[src/design/uoac_pkg.sv]
`default_nettype none

package uoac_pkg;

  // Sequencer phases of one ranging and steering cycle.
  typedef enum logic [2:0] {
    PH_TRIG   = 3'd0,
    PH_WAIT   = 3'd1,
    PH_MEAS   = 3'd2,
    PH_BRK1   = 3'd3,
    PH_REV    = 3'd4,
    PH_TURN   = 3'd5,
    PH_BRK2   = 3'd6,
    PH_SETTLE = 3'd7
  } phase_e;

  // Configuration register indexes (byte address is 4 * index).
  typedef enum logic [2:0] {
    REG_TRIGGER = 3'd0,
    REG_TIMEOUT = 3'd1,
    REG_NEAR    = 3'd2,
    REG_SLOW    = 3'd3,
    REG_BRAKE   = 3'd4,
    REG_REVERSE = 3'd5,
    REG_TURN    = 3'd6,
    REG_SETTLE  = 3'd7
  } reg_idx_e;

  localparam int unsigned DurWidth   = 19;
  localparam int unsigned WidthBits  = 16;
  localparam int unsigned AddrWidth  = 5;

  // Motor pin patterns: bit 0 right_fwd, 1 right_rev, 2 left_fwd, 3 left_rev.
  localparam logic [3:0] PinsFwd   = 4'h5;
  localparam logic [3:0] PinsRev   = 4'hA;
  localparam logic [3:0] PinsRight = 4'h6;
  localparam logic [3:0] PinsBrake = 4'hF;
  localparam logic [3:0] PinsCoast = 4'h0;

  // Reset values of the configuration registers.
  localparam logic [7:0]          RstTrigger = 8'd10;
  localparam logic [15:0]         RstTimeout = 16'd30000;
  localparam logic [15:0]         RstNear    = 16'd874;
  localparam logic [15:0]         RstSlow    = 16'd1166;
  localparam logic [DurWidth-1:0] RstBrake   = 19'd200000;
  localparam logic [DurWidth-1:0] RstReverse = 19'd400000;
  localparam logic [DurWidth-1:0] RstTurn    = 19'd500000;
  localparam logic [DurWidth-1:0] RstSettle  = 19'd50000;

  typedef struct packed {
    logic [7:0]          trigger_ticks;
    logic [15:0]         echo_timeout;
    logic [15:0]         near_limit;
    logic [15:0]         slow_limit;
    logic [DurWidth-1:0] brake_ticks;
    logic [DurWidth-1:0] reverse_ticks;
    logic [DurWidth-1:0] turn_ticks;
    logic [DurWidth-1:0] settle_ticks;
  } cfg_t;

  typedef struct packed {
    logic                 trigger_out;
    logic [3:0]           pins;
    logic                 range_done;
    logic                 range_timeout;
    logic [WidthBits-1:0] echo_ticks;
  } res_t;

endpackage

`default_nettype wire

[src/design/uoac_apb_regs.sv]
`default_nettype none

module uoac_apb_regs
  import uoac_pkg::*;
(
  input  wire logic                 clk_i,
  input  wire logic                 rst_ni,
  input  wire logic                 psel,
  input  wire logic                 penable,
  input  wire logic                 pwrite,
  input  wire logic [AddrWidth-1:0] paddr,
  input  wire logic [31:0]          pwdata,
  output logic      [31:0]          prdata,
  output logic                      pready,
  output cfg_t                      cfg_o
);

  cfg_t     cfg_q;
  cfg_t     cfg_d;
  reg_idx_e idx;
  logic     wr_en;

  assign pready = 1'b1;
  assign idx    = reg_idx_e'(paddr[AddrWidth-1:2]);
  assign wr_en  = psel & penable & pwrite & pready;
  assign cfg_o  = cfg_q;

  always_comb begin
    cfg_d = cfg_q;
    if (wr_en) begin
      unique case (idx)
        REG_TRIGGER: cfg_d.trigger_ticks = pwdata[7:0];
        REG_TIMEOUT: cfg_d.echo_timeout  = pwdata[15:0];
        REG_NEAR:    cfg_d.near_limit    = pwdata[15:0];
        REG_SLOW:    cfg_d.slow_limit    = pwdata[15:0];
        REG_BRAKE:   cfg_d.brake_ticks   = pwdata[DurWidth-1:0];
        REG_REVERSE: cfg_d.reverse_ticks = pwdata[DurWidth-1:0];
        REG_TURN:    cfg_d.turn_ticks    = pwdata[DurWidth-1:0];
        REG_SETTLE:  cfg_d.settle_ticks  = pwdata[DurWidth-1:0];
        default:     cfg_d = cfg_q;
      endcase
    end
  end

  always_comb begin
    unique case (idx)
      REG_TRIGGER: prdata = 32'(cfg_q.trigger_ticks);
      REG_TIMEOUT: prdata = 32'(cfg_q.echo_timeout);
      REG_NEAR:    prdata = 32'(cfg_q.near_limit);
      REG_SLOW:    prdata = 32'(cfg_q.slow_limit);
      REG_BRAKE:   prdata = 32'(cfg_q.brake_ticks);
      REG_REVERSE: prdata = 32'(cfg_q.reverse_ticks);
      REG_TURN:    prdata = 32'(cfg_q.turn_ticks);
      REG_SETTLE:  prdata = 32'(cfg_q.settle_ticks);
      default:     prdata = '0;
    endcase
  end

  always_ff @(posedge clk_i or negedge rst_ni) begin
    if (!rst_ni) begin
      cfg_q.trigger_ticks <= RstTrigger;
      cfg_q.echo_timeout  <= RstTimeout;
      cfg_q.near_limit    <= RstNear;
      cfg_q.slow_limit    <= RstSlow;
      cfg_q.brake_ticks   <= RstBrake;
      cfg_q.reverse_ticks <= RstReverse;
      cfg_q.turn_ticks    <= RstTurn;
      cfg_q.settle_ticks  <= RstSettle;
    end else begin
      cfg_q <= cfg_d;
    end
  end

endmodule

`default_nettype wire

[src/design/uoac_core.sv]
`default_nettype none

module uoac_core
  import uoac_pkg::*;
#(
  parameter int unsigned COUNT_WIDTH = 19
) (
  input  wire logic clk_i,
  input  wire logic rst_ni,
  input  wire logic adv_i,
  input  wire logic echo_i,
  input  wire cfg_t cfg_i,
  output res_t      res_o
);

  // Compare width covers both the counter and the 19-bit durations.
  localparam int unsigned CmpW = (COUNT_WIDTH > DurWidth) ? COUNT_WIDTH : DurWidth;
  localparam logic [COUNT_WIDTH-1:0] CntMax = '1;

  phase_e                 phase_q, phase_d;
  logic [COUNT_WIDTH-1:0] tick_q, tick_d;
  logic [3:0]             pins_q, pins_d;

  logic [COUNT_WIDTH-1:0] cnt_up;
  logic [DurWidth-1:0]    limit;
  logic                   timed_done;
  logic                   timed_out;
  logic [WidthBits-1:0]   width_sat;
  logic                   decide;
  logic                   tmo;
  logic                   done;
  logic [WidthBits-1:0]   width;

  assign cnt_up = (tick_q == CntMax) ? tick_q : tick_q + 1'b1;

  always_comb begin
    case (phase_q) inside
      PH_TRIG:              limit = DurWidth'(cfg_i.trigger_ticks);
      PH_BRK1, PH_BRK2:     limit = cfg_i.brake_ticks;
      PH_REV:               limit = cfg_i.reverse_ticks;
      PH_TURN:              limit = cfg_i.turn_ticks;
      default:              limit = cfg_i.settle_ticks;
    endcase
  end

  assign timed_done = (CmpW'(cnt_up) >= CmpW'(limit)) || (cnt_up == CntMax);
  assign timed_out  = (CmpW'(tick_q) > CmpW'(cfg_i.echo_timeout)) || (tick_q == CntMax);
  assign width_sat  = (CmpW'(tick_q) > CmpW'({WidthBits{1'b1}})) ? {WidthBits{1'b1}}
                                                                   : tick_q[WidthBits-1:0];

  always_comb begin
    phase_d = phase_q;
    tick_d  = tick_q;
    pins_d  = pins_q;
    decide  = 1'b0;
    tmo     = 1'b0;
    done    = 1'b0;
    width   = '0;

    unique case (phase_q)
      PH_TRIG: begin
        tick_d = timed_done ? '0 : cnt_up;
        if (timed_done) phase_d = PH_WAIT;
      end
      PH_WAIT: begin
        if (echo_i) begin
          phase_d = PH_MEAS;
          tick_d  = COUNT_WIDTH'(1);
        end else if (timed_out) begin
          done   = 1'b1;
          tmo    = 1'b1;
          decide = 1'b1;
        end else begin
          tick_d = cnt_up;
        end
      end
      PH_MEAS: begin
        if (!echo_i) begin
          done   = 1'b1;
          width  = width_sat;
          decide = 1'b1;
        end else if (timed_out) begin
          done   = 1'b1;
          tmo    = 1'b1;
          decide = 1'b1;
        end else begin
          tick_d = cnt_up;
        end
      end
      PH_BRK1: begin
        tick_d = timed_done ? '0 : cnt_up;
        if (timed_done) begin
          pins_d  = PinsRev;
          phase_d = PH_REV;
        end
      end
      PH_REV: begin
        tick_d = timed_done ? '0 : cnt_up;
        if (timed_done) begin
          pins_d  = PinsRight;
          phase_d = PH_TURN;
        end
      end
      PH_TURN: begin
        tick_d = timed_done ? '0 : cnt_up;
        if (timed_done) begin
          pins_d  = PinsBrake;
          phase_d = PH_BRK2;
        end
      end
      PH_BRK2: begin
        tick_d = timed_done ? '0 : cnt_up;
        if (timed_done) phase_d = PH_SETTLE;
      end
      PH_SETTLE: begin
        tick_d = timed_done ? '0 : cnt_up;
        if (timed_done) phase_d = PH_TRIG;
      end
    endcase

    // A finished measurement picks the next motor command.
    if (decide) begin
      tick_d = '0;
      if (!tmo && (width <= cfg_i.near_limit)) begin
        pins_d  = PinsBrake;
        phase_d = PH_BRK1;
      end else if (!tmo && (width <= cfg_i.slow_limit)) begin
        pins_d  = PinsCoast;
        phase_d = PH_SETTLE;
      end else begin
        pins_d  = PinsFwd;
        phase_d = PH_SETTLE;
      end
    end
  end

  assign res_o.trigger_out   = (phase_q == PH_TRIG);
  assign res_o.pins          = pins_d;
  assign res_o.range_done    = done;
  assign res_o.range_timeout = tmo;
  assign res_o.echo_ticks    = width;

  always_ff @(posedge clk_i or negedge rst_ni) begin
    if (!rst_ni) begin
      phase_q <= PH_TRIG;
      tick_q  <= '0;
      pins_q  <= PinsCoast;
    end else if (adv_i) begin
      phase_q <= phase_d;
      tick_q  <= tick_d;
      pins_q  <= pins_d;
    end
  end

endmodule

`default_nettype wire

[src/design/ultrasonic_obstacle_avoid_controller.sv]
`default_nettype none

// Channel   Direction  Handshake                  Contents
// s_axis    in         tvalid/tready              one 1 us tick with the sampled echo level
// m_axis    out        tvalid/tready              one result per tick: trigger, motor pins,
//                                                 range status and echo width
// apb       in/out     psel/penable/pwrite/pready configuration registers at 4 * index
//
// Each tick request is handled by short combinational logic fed from the sequencer
// state, and its result is captured in the output register.
// One request is accepted per cycle for as long as the output side keeps taking results.
// When the output register is full and not being taken, the input side stalls.
// Reset puts the sequencer in the trigger phase with the motor pins coasting and loads the
// default register values; no clearing pass is needed.

module ultrasonic_obstacle_avoid_controller
  import uoac_pkg::*;
#(
  parameter int unsigned COUNT_WIDTH = 19
) (
  input  wire logic                 clk_i,
  input  wire logic                 rst_ni,

  input  wire logic                 s_axis_tvalid_i,
  output logic                      s_axis_tready_o,
  input  wire logic [7:0]           s_axis_tdata_i,   // [0] echo_level, [7:1] zero

  output logic                      m_axis_tvalid_o,
  input  wire logic                 m_axis_tready_i,
  // [0] trigger_out, [1] right_fwd, [2] right_rev, [3] left_fwd, [4] left_rev,
  // [5] range_done, [6] range_timeout, [22:7] echo_ticks, [23] zero
  output logic      [23:0]          m_axis_tdata_o,

  input  wire logic                 psel,
  input  wire logic                 penable,
  input  wire logic                 pwrite,
  input  wire logic [AddrWidth-1:0] paddr,
  input  wire logic [31:0]          pwdata,
  output logic      [31:0]          prdata,
  output logic                      pready
);

  cfg_t cfg;
  res_t res;
  res_t out_q;
  logic out_valid_q;
  logic in_fire;

  // The output register frees itself in the same cycle it is taken.
  assign s_axis_tready_o = !out_valid_q || m_axis_tready_i;
  assign in_fire         = s_axis_tvalid_i && s_axis_tready_o;

  uoac_apb_regs u_regs (
    .clk_i   (clk_i),
    .rst_ni  (rst_ni),
    .psel    (psel),
    .penable (penable),
    .pwrite  (pwrite),
    .paddr   (paddr),
    .pwdata  (pwdata),
    .prdata  (prdata),
    .pready  (pready),
    .cfg_o   (cfg)
  );

  uoac_core #(
    .COUNT_WIDTH (COUNT_WIDTH)
  ) u_core (
    .clk_i  (clk_i),
    .rst_ni (rst_ni),
    .adv_i  (in_fire),
    .echo_i (s_axis_tdata_i[0]),
    .cfg_i  (cfg),
    .res_o  (res)
  );

  always_ff @(posedge clk_i or negedge rst_ni) begin
    if (!rst_ni) begin
      out_valid_q <= 1'b0;
    end else if (s_axis_tready_o) begin
      out_valid_q <= s_axis_tvalid_i;
    end
  end

  always_ff @(posedge clk_i) begin
    if (in_fire) begin
      out_q <= res;
    end
  end

  assign m_axis_tvalid_o = out_valid_q;
  assign m_axis_tdata_o  = {1'b0, out_q.echo_ticks, out_q.range_timeout, out_q.range_done,
                            out_q.pins, out_q.trigger_out};

  // A timed-out measurement is always reported as finished.
  a_tmo_done: assert property (@(posedge clk_i) disable iff (!rst_ni)
    m_axis_tvalid_o && m_axis_tdata_o[6] |-> m_axis_tdata_o[5])
    else $error("timeout reported without range_done");

  // A timeout carries no width.
  a_tmo_width: assert property (@(posedge clk_i) disable iff (!rst_ni)
    m_axis_tvalid_o && m_axis_tdata_o[6] |-> (m_axis_tdata_o[22:7] == '0))
    else $error("echo width reported on a timeout");

  // Trigger pulse and measurement end never fall on the same tick.
  a_trig_done: assert property (@(posedge clk_i) disable iff (!rst_ni)
    m_axis_tvalid_o |-> !(m_axis_tdata_o[0] && m_axis_tdata_o[5]))
    else $error("trigger and range_done on the same tick");

  // An empty output register never blocks the input side.
  a_ready: assert property (@(posedge clk_i) disable iff (!rst_ni)
    !m_axis_tvalid_o |-> s_axis_tready_o)
    else $error("input stalled with empty output register");

  // An accepted tick always shows up in the output register next cycle.
  a_fill: assert property (@(posedge clk_i) disable iff (!rst_ni)
    in_fire |=> m_axis_tvalid_o)
    else $error("accepted tick produced no result");

endmodule

`default_nettype wire

[config.mk]
export PLATFORM = sky130hd
export DESIGN_NAME = ultrasonic_obstacle_avoid_controller
export DESIGN_NICKNAME = d
export VERILOG_FILES = /design/src/design/uoac_pkg.sv /design/src/design/uoac_apb_regs.sv /design/src/design/uoac_core.sv /design/src/design/ultrasonic_obstacle_avoid_controller.sv
export SDC_FILE = /design/constraint.sdc
export NUM_CORES = 1
export LEC_CHECK = 0
export BUFFER_PORTS_ARGS = -buffer_cell sky130_fd_sc_hd__buf_2
export CORE_UTILIZATION = 65
export DETAILED_ROUTE_END_ITERATION = 8
export GPL_ROUTABILITY_DRIVEN = 0
export GPL_TIMING_DRIVEN = 0
export PLACE_DENSITY = 0.86
export SLEW_MARGIN = 20
export SYNTH_ARGS = -nofsm -noshare
export SYNTH_HDL_FRONTEND = slang
export SYNTH_SLANG_ARGS = --single-unit
export TNS_END_PERCENT = 1
[constraint.sdc]
create_clock -name clk_i -period 12 [get_ports clk_i]
set_input_delay 0 -clock clk_i [delete_from_list [all_inputs] [get_ports clk_i]]
set_output_delay 0 -clock clk_i [all_outputs]
set_load 0.005 [all_outputs]
==> results.toml <==
[run_status]
status = "finished, violations left"
violations = "DRC"

[global_route]
grt_max_degree = 83
grt_pass1_wl_um = 58090
grt-ovfl-total = 0
grt_pass1_vias = 10260
track_usage_pct = 43.23
antenna_found_initial = 0

[timing]
tns_ps = 0
clock_skew_ps = 12.03
slew_violations = 0
tightest_slew_ps = 963.3
hold_viol = 0
rsz0062_at_grt = "false"
layout_min_cycle_time_ps = 5546
timing.fmax_mhz = 180.3
max_slew_margin_pct = 35.54
finalSetupViolCount = 0
timing.final.crit_share_pct = 46.21

[floorplan]
start_util_pct = 66.61
placementRows = 48
core-area_mm2 = 0.01736
die_y_um = 135.4
io_pins = 111
die_area_mm2 = 0.01832
die_w_um = 135.4

[cts]
cts_buffers = 17
cts_buffer_depth = 2
cts.repair.resized = 0
hold_buffers = 22
cts_setup_buffers = 0
clk_pin_slew_ps = 70
tritoncts = "yes"
h-tree-depth = 4
clk_latency_ps = 450
cts_root_buffer = "clkbuf_16"
clkSinkCount = 182

[logic_synthesis]
synth-compound-area-share_pct = 16.46
synth_top_family_by_area = "compound AO/OA/AOI/OAI gates"
syn-cell-area_mm2 = 0.01156
yosys.area_share.simple_pct = 12.44
synth_warnings = 0
syn_avg_cell_area_um2 = 9.890
muxShareOfSynthArea_pct = 16.33
ys_types = 77
ys_ff_latch = 182
synth_fa_ha_area_share_pct = 7.359
synth-xor-area-share_pct = 1.136
async_flop_share_pct = 87.36
yosysSeqAreaShare_pct = 40.88
synth-edff-count = 23
synth_flop_cell = "dfrtp_1"
syn_inst = 1169

[power]
vdd_drop_max_mv = 0.1499
p_leak_nw = 5.770
cellPowerDensity_mw_per_mm2 = 196.0

[route]
wl_per_cell_um = 24.52
firstDrtPassIters = 9
ant_nets = 0
drt_iter0_markers = 1744
vias = 10810
drc = 16
routed_wl_um = 37640
avgViaCountPerCell = 7.043

[run]
max-cap-violations = 0

[setup_path]
cp-start-kind = "flop"
endpoint_kind = "flop"
critPathBufInv = 2
arrival_ps = 5870
crit_path_top_delay_cell = "buf_1"
crit_type = "reg2reg"
max_stage_delay_ps = 590
critPathTopFamily = "simple AND/OR/NAND/NOR gates"
crit_chain = "buf_1, nand2_1, xnor2_1, nor2_1, a21oi_1, o211ai_1, o21ai_0, o21ai_0, ha_1, a21o_1, a21oi_1, o21ai_0, a311o_1, a31o_2, buf_1, nor3_2, nor2_1, nor2_1"
critical_path.max_fanout = 10
cp.required_ps = 12320

[layout]
drive_above_1_share_pct = 23.53
fin_nets = 1416
fillers = 1138
area_growth_syn_to_layout_pct = 13.46
final_area_mm2 = 0.01312

[placed_design]
place_area_mm2 = 0.01229
place_hpwl_um = 26360
portBuffers = 72

[min_path]
hold_class = "in2async"
==> registers in the layout, summed over array words and instances, names as in the netlist <==
register / cells
m_axis_tdata_o: 23
u_regs.cfg_o: 132
u_core.pins_q: 4
m_axis_tvalid_o: 1
u_core.tick_q: 19
u_core.phase_q: 3
==> synth_stat cells (all sizes together) (12+ instances only) <==
master,number,area share [%]
a22o,12,0.91
a211oi,19,1.2
mux2i,30,2.6
o21ai,104,4.5
nand2,112,3.6
mux4,25,4.9
clkbuf,47,1.5
nand3,25,1.1
dfstp,45,10
dfrtp,114,25
nor2,83,2.7
a21oi,80,3.5
nand4,16,0.92
buf,38,1.9
nor3,16,0.74
ha,68,7.4
mux2,91,8.9
edfxtp,23,6.0
inv,58,1.9
==> metal layers <==
layer	global-route usage, %	up-vias	share of wire, %
li1	-	4497	-
met4	28.46	0	8.5
met1	54.77	5024	35
met2	62.39	986	42
met3	15.45	304	14
met5	0	-	0
==> cell type report <==
| class | instances | area [µm²] | share of cell area, % |
|---|---|---|---|
| timing repair buffer | 95 | 618.1 | 4.712 |
| inverter | 58 | 217.7 | 1.660 |
| sequential | 182 | 4726 | 36.03 |
| clock inverter | 13 | 171.4 | 1.307 |
| clock buffer | 19 | 432.9 | 3.300 |
| multi-input combinational | 857 | 6267 | 47.78 |
| tap | 225 | 281.5 | 2.146 |
| buffer | 85 | 400.4 | 3.052 |
| antenna | 1 | 2.502 | 0.01908 |
==> per-stage QoR <==
stage / worst slack, ps / hold WS, ps / power [mW] / utilization [%] / cells
after CTS: 6807 / 130.2 / 2.507 / 75.56 / 1534
after global routing: 6368 / 176.5 / 2.678 / 75.56 / 1534
final: 6454 / 135.7 / 2.571 / 75.58 / 1535
after detailed placement: 6856 / 34.24 / 1.899 / 70.81 / 1480
after floorplan: 7873 / -295.6 / 1.562 / - / 1182
after global placement: 6972 / 203.7 / 1.849 / 70.59 / 1479
==> cells in the final DEF, fill, tap and decap left out, types with 22 or more instances in the layout <==
cell	Yosys	final
ha_1	68	68
mux2_2	90	90
nand3_1	25	25
dfrtp_1	114	114
dlygate4sd3_1	0	22
mux4_2	25	25
inv_1	57	57
nand2_1	112	112
mux2i_1	30	30
edfxtp_1	23	23
dfstp_2	45	45
o21ai_0	103	103
a21oi_1	80	80
buf_2	8	79
clkbuf_1	45	46
nor2_1	83	83
==> power breakdown <==
group          switching (mW)  internal (mW)  total, mW
sequential              0.117          0.775      0.892
clock                   0.256          0.331      0.588
combinational           0.677          0.414       1.09
==> cells by family (layout without fill, tap and decap cells) <==
family,Yosys count,count (layout)
adder cells (fa/ha/maj),68,68
multiplexers,146,146
AO/OA/AOI/OAI,305,305
AND/OR/NAND/NOR,308,308
flip-flops,182,182
buffers and inverters,143,270
XOR/XNOR,15,15
other,2,16
==> final timing paths <==
check                      slack (ps)              start  depth (start not counted)           endpoint
setup reg to reg                 6450  u_core.phase_q[0]                         18   u_core.tick_q[9]
setup / recovery                 6450  u_core.phase_q[0]                         18   u_core.tick_q[9]
hold / removal                    140             rst_ni                          2  u_core.tick_q[16]
min in group clk_i                190  s_axis_tdata_i[0]                          5   u_core.tick_q[0]
hold reg to reg                   540   u_regs.cfg_o[54]                          1   u_regs.cfg_o[54]
max in group asynchronous       11030             rst_ni                          3   u_regs.cfg_o[73]
(Power assumes the default switching activity.)
